--- config.mk ---
export PLATFORM = sky130hd
export DESIGN_NAME = aso_apb_regs
export DESIGN_NICKNAME = d
export VERILOG_FILES = /design/src/rtl/aso_pkg.sv /design/src/rtl/aso_apb_regs.sv
export SDC_FILE = /design/constraint.sdc
export NUM_CORES = 1
export LEC_CHECK = 0
export BUFFER_PORTS_ARGS = -buffer_cell sky130_fd_sc_hd__buf_2
export CAP_MARGIN = 0
export CORE_MARGIN = 2
export CORE_UTILIZATION = 52
export CTS_BUF_LIST = sky130_fd_sc_hd__clkbuf_8
export DETAILED_ROUTE_END_ITERATION = 6
export GPL_ROUTABILITY_DRIVEN = 0
export PLACE_DENSITY = 0.88
export SYNTH_ARGS = -nofsm -noshare
export SYNTH_HDL_FRONTEND = slang
export SYNTH_SLANG_ARGS = --single-unit
--- constraint.sdc ---
create_clock -name i_clk -period 1.7 [get_ports i_clk]
set_input_delay 0.17 -clock i_clk [delete_from_list [all_inputs] [get_ports i_clk]]
set_output_delay 0.17 -clock i_clk [all_outputs]
set_load 0.05 [all_outputs]
--- src/rtl/aso_pkg.sv ---
// ----------------------------------------------------------------------------
// aso_pkg: shared definitions for the additive sine oscillator
// Sizes, register and request codes, state type, configuration struct and
// the constant one-period sine table built at elaboration.
// ----------------------------------------------------------------------------
package aso_pkg;

    // Sizes
    localparam int PARTIALS   = 8;
    localparam int TABLE_BITS = 10;
    localparam int ROM_SIZE   = 1 << TABLE_BITS;
    localparam int QUARTER    = ROM_SIZE >> 2;

    localparam int AW      = (PARTIALS > 1) ? $clog2(PARTIALS) : 1;
    localparam int KW      = $clog2(PARTIALS + 1);
    localparam int KSTEP_W = 32 + KW;
    localparam int ACC_W   = 32 + $clog2(PARTIALS);
    localparam int P1_W    = ACC_W + 17;
    localparam int N_W     = P1_W - 15;
    localparam int P2_W    = N_W + 17;
    localparam int V_W     = P2_W - 30;

    // APB map
    localparam int ADDR_W = 4;

    localparam logic [1:0] REG_PHASE_STEP = 2'd0;
    localparam logic [1:0] REG_OUT_GAIN   = 2'd1;
    localparam logic [1:0] REG_NORM_GAIN  = 2'd2;

    // Request codes
    localparam logic [1:0] REQ_TICK      = 2'd0;
    localparam logic [1:0] REQ_WRITE_AMP = 2'd1;
    localparam logic [1:0] REQ_CLEAR     = 2'd2;

    // Fixed values
    localparam logic [15:0]        UNITY_Q15  = 16'd32768;
    localparam logic signed [15:0] SAMPLE_MAX = 16'sh7FFF;
    localparam logic signed [15:0] SAMPLE_MIN = 16'sh8000;

    localparam logic [63:0] HALF_PI_Q30 = 64'd1686629713;
    localparam logic [63:0] ONE_Q30     = 64'd1073741824;

    typedef struct packed {
        logic [31:0] phase_step;
        logic [15:0] out_gain;
        logic [15:0] norm_gain;
    } t_cfg;

    typedef enum logic [2:0] {
        ST_IDLE,
        ST_ISSUE,
        ST_DRAIN,
        ST_NORM,
        ST_GAIN,
        ST_OUT
    } t_state;

    typedef logic signed [15:0] t_sine_rom [ROM_SIZE];

    // Sine of (pi/2 * r / QUARTER) as Q1.15 magnitude, Taylor series in Q30
    function automatic logic [15:0] quarter_sine(input int unsigned r);
        logic [63:0] x;
        logic [63:0] x2;
        logic [63:0] term;
        logic [63:0] sum;
        logic [63:0] v;
        x    = (HALF_PI_Q30 * 64'(r)) / QUARTER;
        x2   = (x * x) >> 30;
        term = x;
        sum  = x;
        term = ((term * x2) >> 30) / 64'd6;   sum = sum - term;
        term = ((term * x2) >> 30) / 64'd20;  sum = sum + term;
        term = ((term * x2) >> 30) / 64'd42;  sum = sum - term;
        term = ((term * x2) >> 30) / 64'd72;  sum = sum + term;
        term = ((term * x2) >> 30) / 64'd110; sum = sum - term;
        term = ((term * x2) >> 30) / 64'd156; sum = sum + term;
        term = ((term * x2) >> 30) / 64'd210; sum = sum - term;
        term = ((term * x2) >> 30) / 64'd272; sum = sum + term;
        term = ((term * x2) >> 30) / 64'd342; sum = sum - term;
        term = ((term * x2) >> 30) / 64'd420; sum = sum + term;
        v = (sum * 64'd32767 + (ONE_Q30 >> 1)) >> 30;
        if (v > 64'd32767) begin
            v = 64'd32767;
        end
        return v[15:0];
    endfunction

    // Full period by quarter-wave symmetry
    function automatic t_sine_rom build_sine_rom();
        t_sine_rom   rom;
        int unsigned q;
        int unsigned r;
        logic [15:0] m;
        for (int unsigned i = 0; i < ROM_SIZE; i++) begin
            q = i / QUARTER;
            r = i % QUARTER;
            m = ((q & 1) != 0) ? quarter_sine(QUARTER - r) : quarter_sine(r);
            rom[i] = ((q & 2) != 0) ? -$signed(m) : $signed(m);
        end
        return rom;
    endfunction

    localparam t_sine_rom SINE_ROM = build_sine_rom();

endpackage

--- src/rtl/aso_apb_regs.sv ---
// ----------------------------------------------------------------------------
// aso_apb_regs: configuration registers behind an APB-style port
// Holds phase step, output gain and normalization gain; reads back values.
// ----------------------------------------------------------------------------
module aso_apb_regs
    import aso_pkg::*;
(
    input  logic              i_clk,
    input  logic              i_rst_n,
    input  logic              psel,
    input  logic              penable,
    input  logic              pwrite,
    input  logic [ADDR_W-1:0] paddr,
    input  logic [31:0]       pwdata,
    output logic [31:0]       prdata,
    output logic              pready,
    output t_cfg              o_cfg
);

    t_cfg        r_cfg;
    logic        w_wr;
    logic [1:0]  w_reg;

    assign pready = 1'b1;
    assign w_wr   = psel && penable && pwrite;
    assign w_reg  = paddr[3:2];

    // Write on the access cycle
    always_ff @(posedge i_clk) begin
        if (!i_rst_n) begin
            r_cfg.phase_step <= '0;
            r_cfg.out_gain   <= UNITY_Q15;
            r_cfg.norm_gain  <= UNITY_Q15;
        end else if (w_wr) begin
            case (w_reg)
                REG_PHASE_STEP: r_cfg.phase_step <= pwdata;
                REG_OUT_GAIN:   r_cfg.out_gain   <= pwdata[15:0];
                REG_NORM_GAIN:  r_cfg.norm_gain  <= pwdata[15:0];
                default: ;
            endcase
        end
    end

    // Read back
    always_comb begin
        case (w_reg)
            REG_PHASE_STEP: prdata = r_cfg.phase_step;
            REG_OUT_GAIN:   prdata = {16'd0, r_cfg.out_gain};
            REG_NORM_GAIN:  prdata = {16'd0, r_cfg.norm_gain};
            default:        prdata = '0;
        endcase
    end

    assign o_cfg = r_cfg;

endmodule

; After elaboration in Yosys (flattened, before gate mapping)
; Cells that the tools add are included.
[word_totals]
reg_bits = 64
wordCells = 12
[op_classes]
n_eq_ne = 2
muxes = 1
n_reduce_logical = 6
[op_table]
columns = op, count
row1 = $pmux W32 S3, 1
row2 = $reduce_and A2 Y1, 3
row3 = $eq A2 B1 Y1 const B, 1
row4 = $eq A2 B2 Y1 const B, 1
row5 = $logic_and A1 B1 Y1, 2
row6 = $logic_not A2 Y1, 1

; Longest topological paths before layout
; Gate-level depths: netlist of run 1.
[depth]
depth_word = 3
depth_mapped = 5
mapped_depth_nobuf = 3

; Worst setup path before layout of run 1
; Ideal clock, no wire load.
[synth_timing]
path_type = reg-to-output
from = register r_cfg, in the netlist o_cfg[15]
to = output prdata[15]
t_arrival_ns = 1.871
t_required_ns = 1.530
setup_slack_ns = -0.341
stages_incl_launch_ff = 3
cell_sequence = dfxtp_1 mux2i_1 o21ai_0
[synth_via]
elab_chain_len = 1
[synth_rtl]
columns = item, line
row1 = from (decl), aso_apb_regs.sv:20  ; t_cfg r_cfg;
row2 = $pmux W32 S3, aso_apb_regs.sv:46  ; case (w_reg)
row3 = to (decl), aso_apb_regs.sv:15  ; output logic [31:0] prdata,
; Every way passes these cells.

; Worst setup path after layout of run 1
[layout_timing]
from = input paddr[3]
to = output prdata[6]
[layout_via]
elab_chain_len = 2
elab_cells_between_ends = 4
cone_classes = eq/ne (2) / mux (1) / reduce/logical (1)
[layout_rtl]
columns = item, line
row1 = from (decl), aso_apb_regs.sv:13  ; input logic [ADDR_W-1:0] paddr,
row2 = $eq A2 B2 Y1 (tied with other cells), aso_apb_regs.sv:46
row3 = $pmux W32 S3 *, aso_apb_regs.sv:46
; Mark *: on every way between the ends. The rest lies on a longest branch, timed or not.

==> results.py, run 1 <==
metrics = {
    "run_status": {
        "outcome": "completed",
    },
    "critical_path": {
        "crit_start": "paddr[3]",
        "setup.worst_path.class": "in2out",
        "critPathArrivalTime_ps": 1250,
        "crit_end": "prdata[6]",
        "end_kind": "output port",
        "cp_max_fo": 8,
        "crit-reg2reg-launch": "o_cfg[5]",
        "rr_endpoint": "o_cfg[5]",
        "r2r_slack_ps": 1050,
        "rr_worst_depth": 2,
        "crit_required_ps": 1530,
        "crit_path_start_kind": "primary input",
    },
    "sta": {
        "finalSetupViolations": 0,
        "period_minus_slack_ps": 1420,
        "finalCritPeriodShare": 0.836,
        "rsz0062_at_grt": "false",
        "layout_setup_ws_ps": 279,
        "fmax_mhz": 704,
        "hold_viol": 0,
        "finalSetupTns_ps": 0,
        "finClkSkew_ps": 0,
        "slew_viol_final": 0,
    },
    "global_route": {
        "grt_pass1_vias": 2459,
        "gr-total-overflow": 0,
        "track_usage": 0.227,
        "grt_max_degree": 57,
        "antenna_found_initial": 0,
        "grt_pass1_wl_um": 11100,
    },
    "cells_and_area": {
        "drive_above_1_share": 0.363,
        "final_common_cell": "buf_2",
        "nNetsFinal": 497,
        "area_growth_pct": 31.6,
        "antenna_cells": 0,
        "layout_common_cells": "134 x buf_2, 110 x nand2_1, 80 x mux2i_1",
        "largest_reg_flops": 64,
    },
    "power_and_ir_drop": {
        "p_per_area_nw_per_um2": 828,
        "leakagePower_nw": 1.84,
        "max-vdd-ir-drop_mv": 0.477,
    },
    "die": {
        "die-height_um": 79.3,
        "die_area_um2": 6290,
        "ios": 138,
        "start_util": 0.536,
        "fp-row-count": 27,
        "core_area_um2": 5510,
        "die_w_um": 79.3,
    },
    "clocking": {
        "clockBufferDepth": 2,
        "clockRootBuffer": "clkbuf_8",
        "htreeDepth": 3,
        "cts_buffers": 9,
        "cts_setup_buffers": 0,
        "cts_hold_buf": 0,
        "cts_tree": "done",
        "cts-resized-gates": 0,
        "numClockSinks": 64,
        "insertion_delay_ps": 330,
        "clk_pin_slew_ps": 70,
    },
    "run": {
        "cap_violations": 0,
    },
    "synth": {
        "synth-seq-cells": 64,
        "yosysWarnings": 0,
        "yosys.area.top_type": "dfxtp_1",
        "synth_fp_nets": 363,
        "ys_types": 18,
        "avgSynthCellArea_um2": 9.17,
        "synth_top_area_share": 0.434,
        "netlist_instances": 322,
        "synth_area_um2": 2950,
        "synth.area.top_cells": "dfxtp_1 43%, mux2i_1 27%, nand2_1 14%",
        "ys_seq_area_frac": 0.434,
    },
    "routing": {
        "initialDrtViolationCount": 68,
        "wl_per_cell_um": 13.3,
        "top_layer": "met4",
        "wl_met2_um": 3350,
        "met1_length_um": 3100,
        "via_count": 2660,
        "drc_errors": 0,
        "wl_um": 7060,
        "wl_met3_um": 493,
        "first_pass_iters": 4,
        "via_per_inst": 5.00,
        "ant_nets": 0,
    },
    "min_path": {
        "min_path_type": "in2reg",
        "hold_path_startpoint": "pwdata[21]",
    },
    "place": {
        "place_ws_ps": 280,
        "dp_hpwl_um": 5250,
        "io_buffer_count": 134,
    },
}
-- worst max-delay path: stages --
cell	delay (ps)
buf_2	120
and2b_1	340
buf_4	220
nand2_1	60
o21ai_1	70
buf_2	270
-- cell families after synthesis --
kind of cell           after synthesis  synth area share
and+or+nand+nor                    135             0.200
buffers and inverters               26            0.0666
other                                1           0.00127
AOI/OAI and AO/OA                   16            0.0271
DFF                                 64             0.434
muxes                               80             0.271
-- final cells by class --
cell class                      count  area [µm²]
Sequential cell                    64        1280
Timing Repair Buffer              149         821
Clock inverter                      3        40.0
Multi-Input combinational cell    232        1490
Tap cell                           72        90.1
Clock buffer                       12         165
Fill cell                         416        1620
-- cell usage after synthesis --
library cell and count:
and2_1 16, and2b_1 1, buf_2 7, buf_4 3, buf_6 3, buf_8 5, clkbuf_1 8, conb_1 1
dfxtp_1 64, mux2i_1 80, nand2_1 110, nand3_1 1, nor2_1 1, nor2b_1 3, nor3_4 1, nor3b_2 2
o21ai_0 15, o21ai_1 1
-- layer usage --
metal	track usage	vias up
li1	-	1320
met1	0.266	1221
met2	0.389	108
met3	0.0489	11
met4	0.116	0
met5	0	-
-- how the worst min path moves through the flow --
stage                      endpoint  slack, ps  cells after the start
after floorplan           o_cfg[47]        310                      2
after global placement    o_cfg[51]        420                      3
after detailed placement  o_cfg[53]        420                      3
after CTS                 o_cfg[53]         60                      3
after global routing      o_cfg[53]         70                      3
final                     o_cfg[53]         80                      3
-- per-stage QoR --
| step | total power, W | cell area (µm²) | instances | hold WS (ps) | utilization |
|---|---|---|---|---|---|
| after floorplan | 0.00181 | 2950 | 322 | 312 | - |
| after global placement | 0.00191 | 3680 | 517 | 417 | 0.668 |
| after detailed placement | 0.00192 | 3680 | 517 | 423 | 0.668 |
| after CTS | 0.00325 | 3880 | 532 | 58.3 | 0.705 |
| after global routing | 0.00334 | 3880 | 532 | 73.2 | 0.705 |
| final | 0.00321 | 3880 | 532 | 82.8 | 0.705 |
-- power by group --
part | total [W] | switching (W) | leakage [nW] | internal [W]
clock network | 0.00133 | 0.000542 | 0.108 | 0.000784
registers | 0.00153 | 0.0000144 | 0.517 | 0.00152
logic | 0.000355 | 0.000238 | 1.21 | 0.000117
Note: power is estimated with default switching activity, not from simulation.
==> inputs of run 2 (changes only) <==
--- a/config.mk
+++ b/config.mk
@@ -5,14 +5,15 @@
 export SDC_FILE = /design/constraint.sdc
 export NUM_CORES = 1
 export LEC_CHECK = 0
+export ABC_AREA = 1
 export BUFFER_PORTS_ARGS = -buffer_cell sky130_fd_sc_hd__buf_2
 export CAP_MARGIN = 0
 export CORE_MARGIN = 2
-export CORE_UTILIZATION = 52
+export CORE_UTILIZATION = 44
 export CTS_BUF_LIST = sky130_fd_sc_hd__clkbuf_8
 export DETAILED_ROUTE_END_ITERATION = 6
 export GPL_ROUTABILITY_DRIVEN = 0
-export PLACE_DENSITY = 0.88
+export PLACE_DENSITY = 0.79
 export SYNTH_ARGS = -nofsm -noshare
 export SYNTH_HDL_FRONTEND = slang
 export SYNTH_SLANG_ARGS = --single-unit
==> constraint.sdc (replaced) <==
create_clock -name i_clk -period 1.17 [get_ports i_clk]
set_input_delay 0.117 -clock i_clk [delete_from_list [all_inputs] [get_ports i_clk]]
set_output_delay 0.117 -clock i_clk [all_outputs]
set_load 0.05 [all_outputs]
==> run 2 against run 1 <==
Compared with the run above: setup slack worse by 240 ps; count of clock-buffer cells in the layout is 3 lower; combinational power is 140% higher; clock power is 27% higher; die area is 22% higher; cell count is 33% higher; routed wire length is 27% higher; area after synthesis is 3.9% higher; sequential power is 48% higher; hold slack worse by 49 ps; flip-flop and latch count stayed put.
==> results.py, run 2 <==
metrics = {
    "run": {
        "cap_violations": 0,
    },
    "routing": {
        "drc_errors": 0,
        "initialDrtViolationCount": 192,
        "via_count": 3475,
        "wl_um": 8930,
        "ant_nets": 0,
        "first_pass_iters": 4,
        "via_per_inst": 4.91,
        "wl_per_cell_um": 12.6,
    },
    "power_and_ir_drop": {
        "leakagePower_nw": 2.35,
        "p_sw_frac": 0.286,
        "p_per_area_nw_per_um2": 1040,
        "pwr-share-clk": 0.350,
        "pwr-share-seq": 0.471,
        "comb_power_share": 0.180,
        "p_switching_w": 0.00138,
        "max-vdd-ir-drop_mv": 0.512,
        "p_int_w": 0.00344,
        "p_total_w": 0.00483,
    },
    "sta": {
        "rsz0062_at_grt": "true",
        "hold_viol": 0,
        "finalSetupViolations": 0,
        "layout_setup_ws_ps": 39.5,
        "finalSetupTns_ps": 0,
        "fmax_mhz": 885,
        "period_minus_slack_ps": 1130,
        "slew_viol_final": 0,
        "finalCritPeriodShare": 0.966,
        "finClkSkew_ps": 0,
    },
    "global_route": {
        "grt_pass1_wl_um": 13600,
        "grt_max_degree": 65,
        "gr-total-overflow": 0,
        "grt_pass1_vias": 3012,
        "antenna_found_initial": 0,
        "track_usage": 0.227,
    },
    "run_status": {
        "outcome": "completed",
    },
    "synth": {
        "yosys.area.top_type": "dfxtp_1",
        "avgSynthCellArea_um2": 6.22,
        "synth.most_common_cell": "nor2_1",
        "ys_seq_area_frac": 0.418,
        "netlist_instances": 493,
        "synth_edf_count": 0,
        "synth.area.top_cells": "dfxtp_1 42%, nor2_1 17%, nand2_1 14%",
        "ys_types": 16,
        "synth-seq-cells": 64,
        "synth_fp_nets": 534,
        "ys.flop_type": "dfxtp_1",
        "synth-async-reset-ratio": 0,
        "synth_top_area_share": 0.418,
        "yosysWarnings": 0,
        "synth_commonest_cells": "143 x nor2_1, 115 x nand2_1, 80 x nand3_1",
        "synth_area_um2": 3070,
    },
    "critical_path": {
        "crit_path_start_kind": "register",
        "crit_required_ps": 1050,
        "cp_max_fo": 3,
        "crit-reg2reg-launch": "o_cfg[31]",
        "critPathArrivalTime_ps": 1010,
        "end_kind": "output port",
        "rr_endpoint": "o_cfg[31]",
        "rr_worst_depth": 2,
        "r2r_slack_ps": 550,
        "setup.worst_path.class": "reg2out",
    },
    "die": {
        "start_util": 0.454,
        "die_w_um": 87.5,
        "die_area_um2": 7660,
        "core_area_um2": 6760,
        "die-height_um": 87.5,
        "ios": 138,
        "fp-row-count": 30,
    },
    "cells_and_area": {
        "final_area_um2": 4620,
        "area_growth_pct": 50.6,
        "antenna_cells": 0,
        "nNetsFinal": 666,
        "drive_above_1_share": 0.400,
        "final_common_cell": "nor2_1",
        "final_cell_count_no_fill": 708,
        "largest_reg_flops": 64,
        "layout_common_cells": "124 x nor2_1, 114 x nand2_1, 102 x buf_2",
    },
    "place": {
        "place_ws_ps": -69.3,
        "dpl_cell_area_um2": 4170,
        "dp_hpwl_um": 6020,
        "io_buffer_count": 134,
        "placed_cells_incl_taps": 694,
    },
    "min_path": {
        "hold_end": "o_cfg[15]",
        "min_path_type": "in2reg",
        "hold_path_startpoint": "pwdata[15]",
        "whs_path_depth": 3,
    },
    "clocking": {
        "numClockSinks": 64,
        "clockBufferDepth": 2,
        "clockRootBuffer": "clkbuf_8",
        "insertion_delay_ps": 330,
        "cts_tree": "done",
        "htreeDepth": 3,
        "clk_pin_slew_ps": 60,
        "cts_buffers": 9,
    },
}
==> run 2: how the worst max path moves through the flow <==
| stage | start | endpoint | slack, ps | depth (start not counted) |
|---|---|---|---|---|
| floorplan | o_cfg[48] | prdata[16] | -30 | 2 |
| global placement | paddr[3] | prdata[15] | -30 | 7 |
| detailed placement | paddr[3] | prdata[15] | -70 | 7 |
| CTS | o_cfg[36] | prdata[4] | 0.1 | 3 |
| global route | paddr[2] | prdata[8] | -20 | 7 |
| finish | o_cfg[28] | prdata[12] | 40 | 3 |
==> run 2: worst max-delay path, stage by stage, from the launching register on <==
cell	delay, ps
dfxtp_2	330
nand2_1	90
nand3_2	100
buf_6	160
==> run 2: cell type report <==
type                            instances  area (µm²)
Timing Repair Buffer                  152        1160
Clock inverter                          5        45.0
Fill cell                             594        2140
Multi-Input combinational cell        347        1660
Inverter                               51         191
Clock buffer                            9         124
Tap cell                               80         100
Sequential cell                        64        1340
==> run 2: repair_timing <==
item                       in CTS  in global routing
hold buffers                    0                  0
buffers inserted                0                  0
pin swaps                       0                  1
resized for setup              37                 68
setup endpoints to repair      32                 32
hold endpoints to repair        0                  0
==> run 2: metal layers <==
metal,up-vias,global-route usage,share of wire,wire length (µm)
met5,-,0,0,0
met4,0,0.109,0.017,148
met3,12,0.0464,0.066,587
met2,151,0.379,0.48,4280
met1,1560,0.280,0.44,3910
li1,1752,-,-,-
==> run 2: power by group through the flow <==
stage / sequential (W) / combinational [W] / clock [W]
4_1_cts: 0.00227 / 0.000843 / 0.00174
2_1_floorplan: 0.00248 / 0.000401 / 0
3_5_place_dp: 0.00231 / 0.000827 / 0
3_3_place_gp: 0.00231 / 0.000817 / 0
5_1_grt: 0.00228 / 0.000932 / 0.00185
6_report: 0.00227 / 0.000867 / 0.00169
==> run 2: per-stage QoR <==
stage	hold WS (ps)	utilization
floorplan	243	-
CTS	18.5	0.657
finish	33.4	0.684
global placement	366	0.618
global route	30.7	0.684
detailed placement	374	0.618
==> run 2: logic make-up after synthesis <==
logic type | count (synthesis) | share of synthesized area
buf+inv | 82 | 0.115
compound gates | 2 | 0.00326
other cells | 1 | 0.00122
simple gates | 344 | 0.463
flops | 64 | 0.418
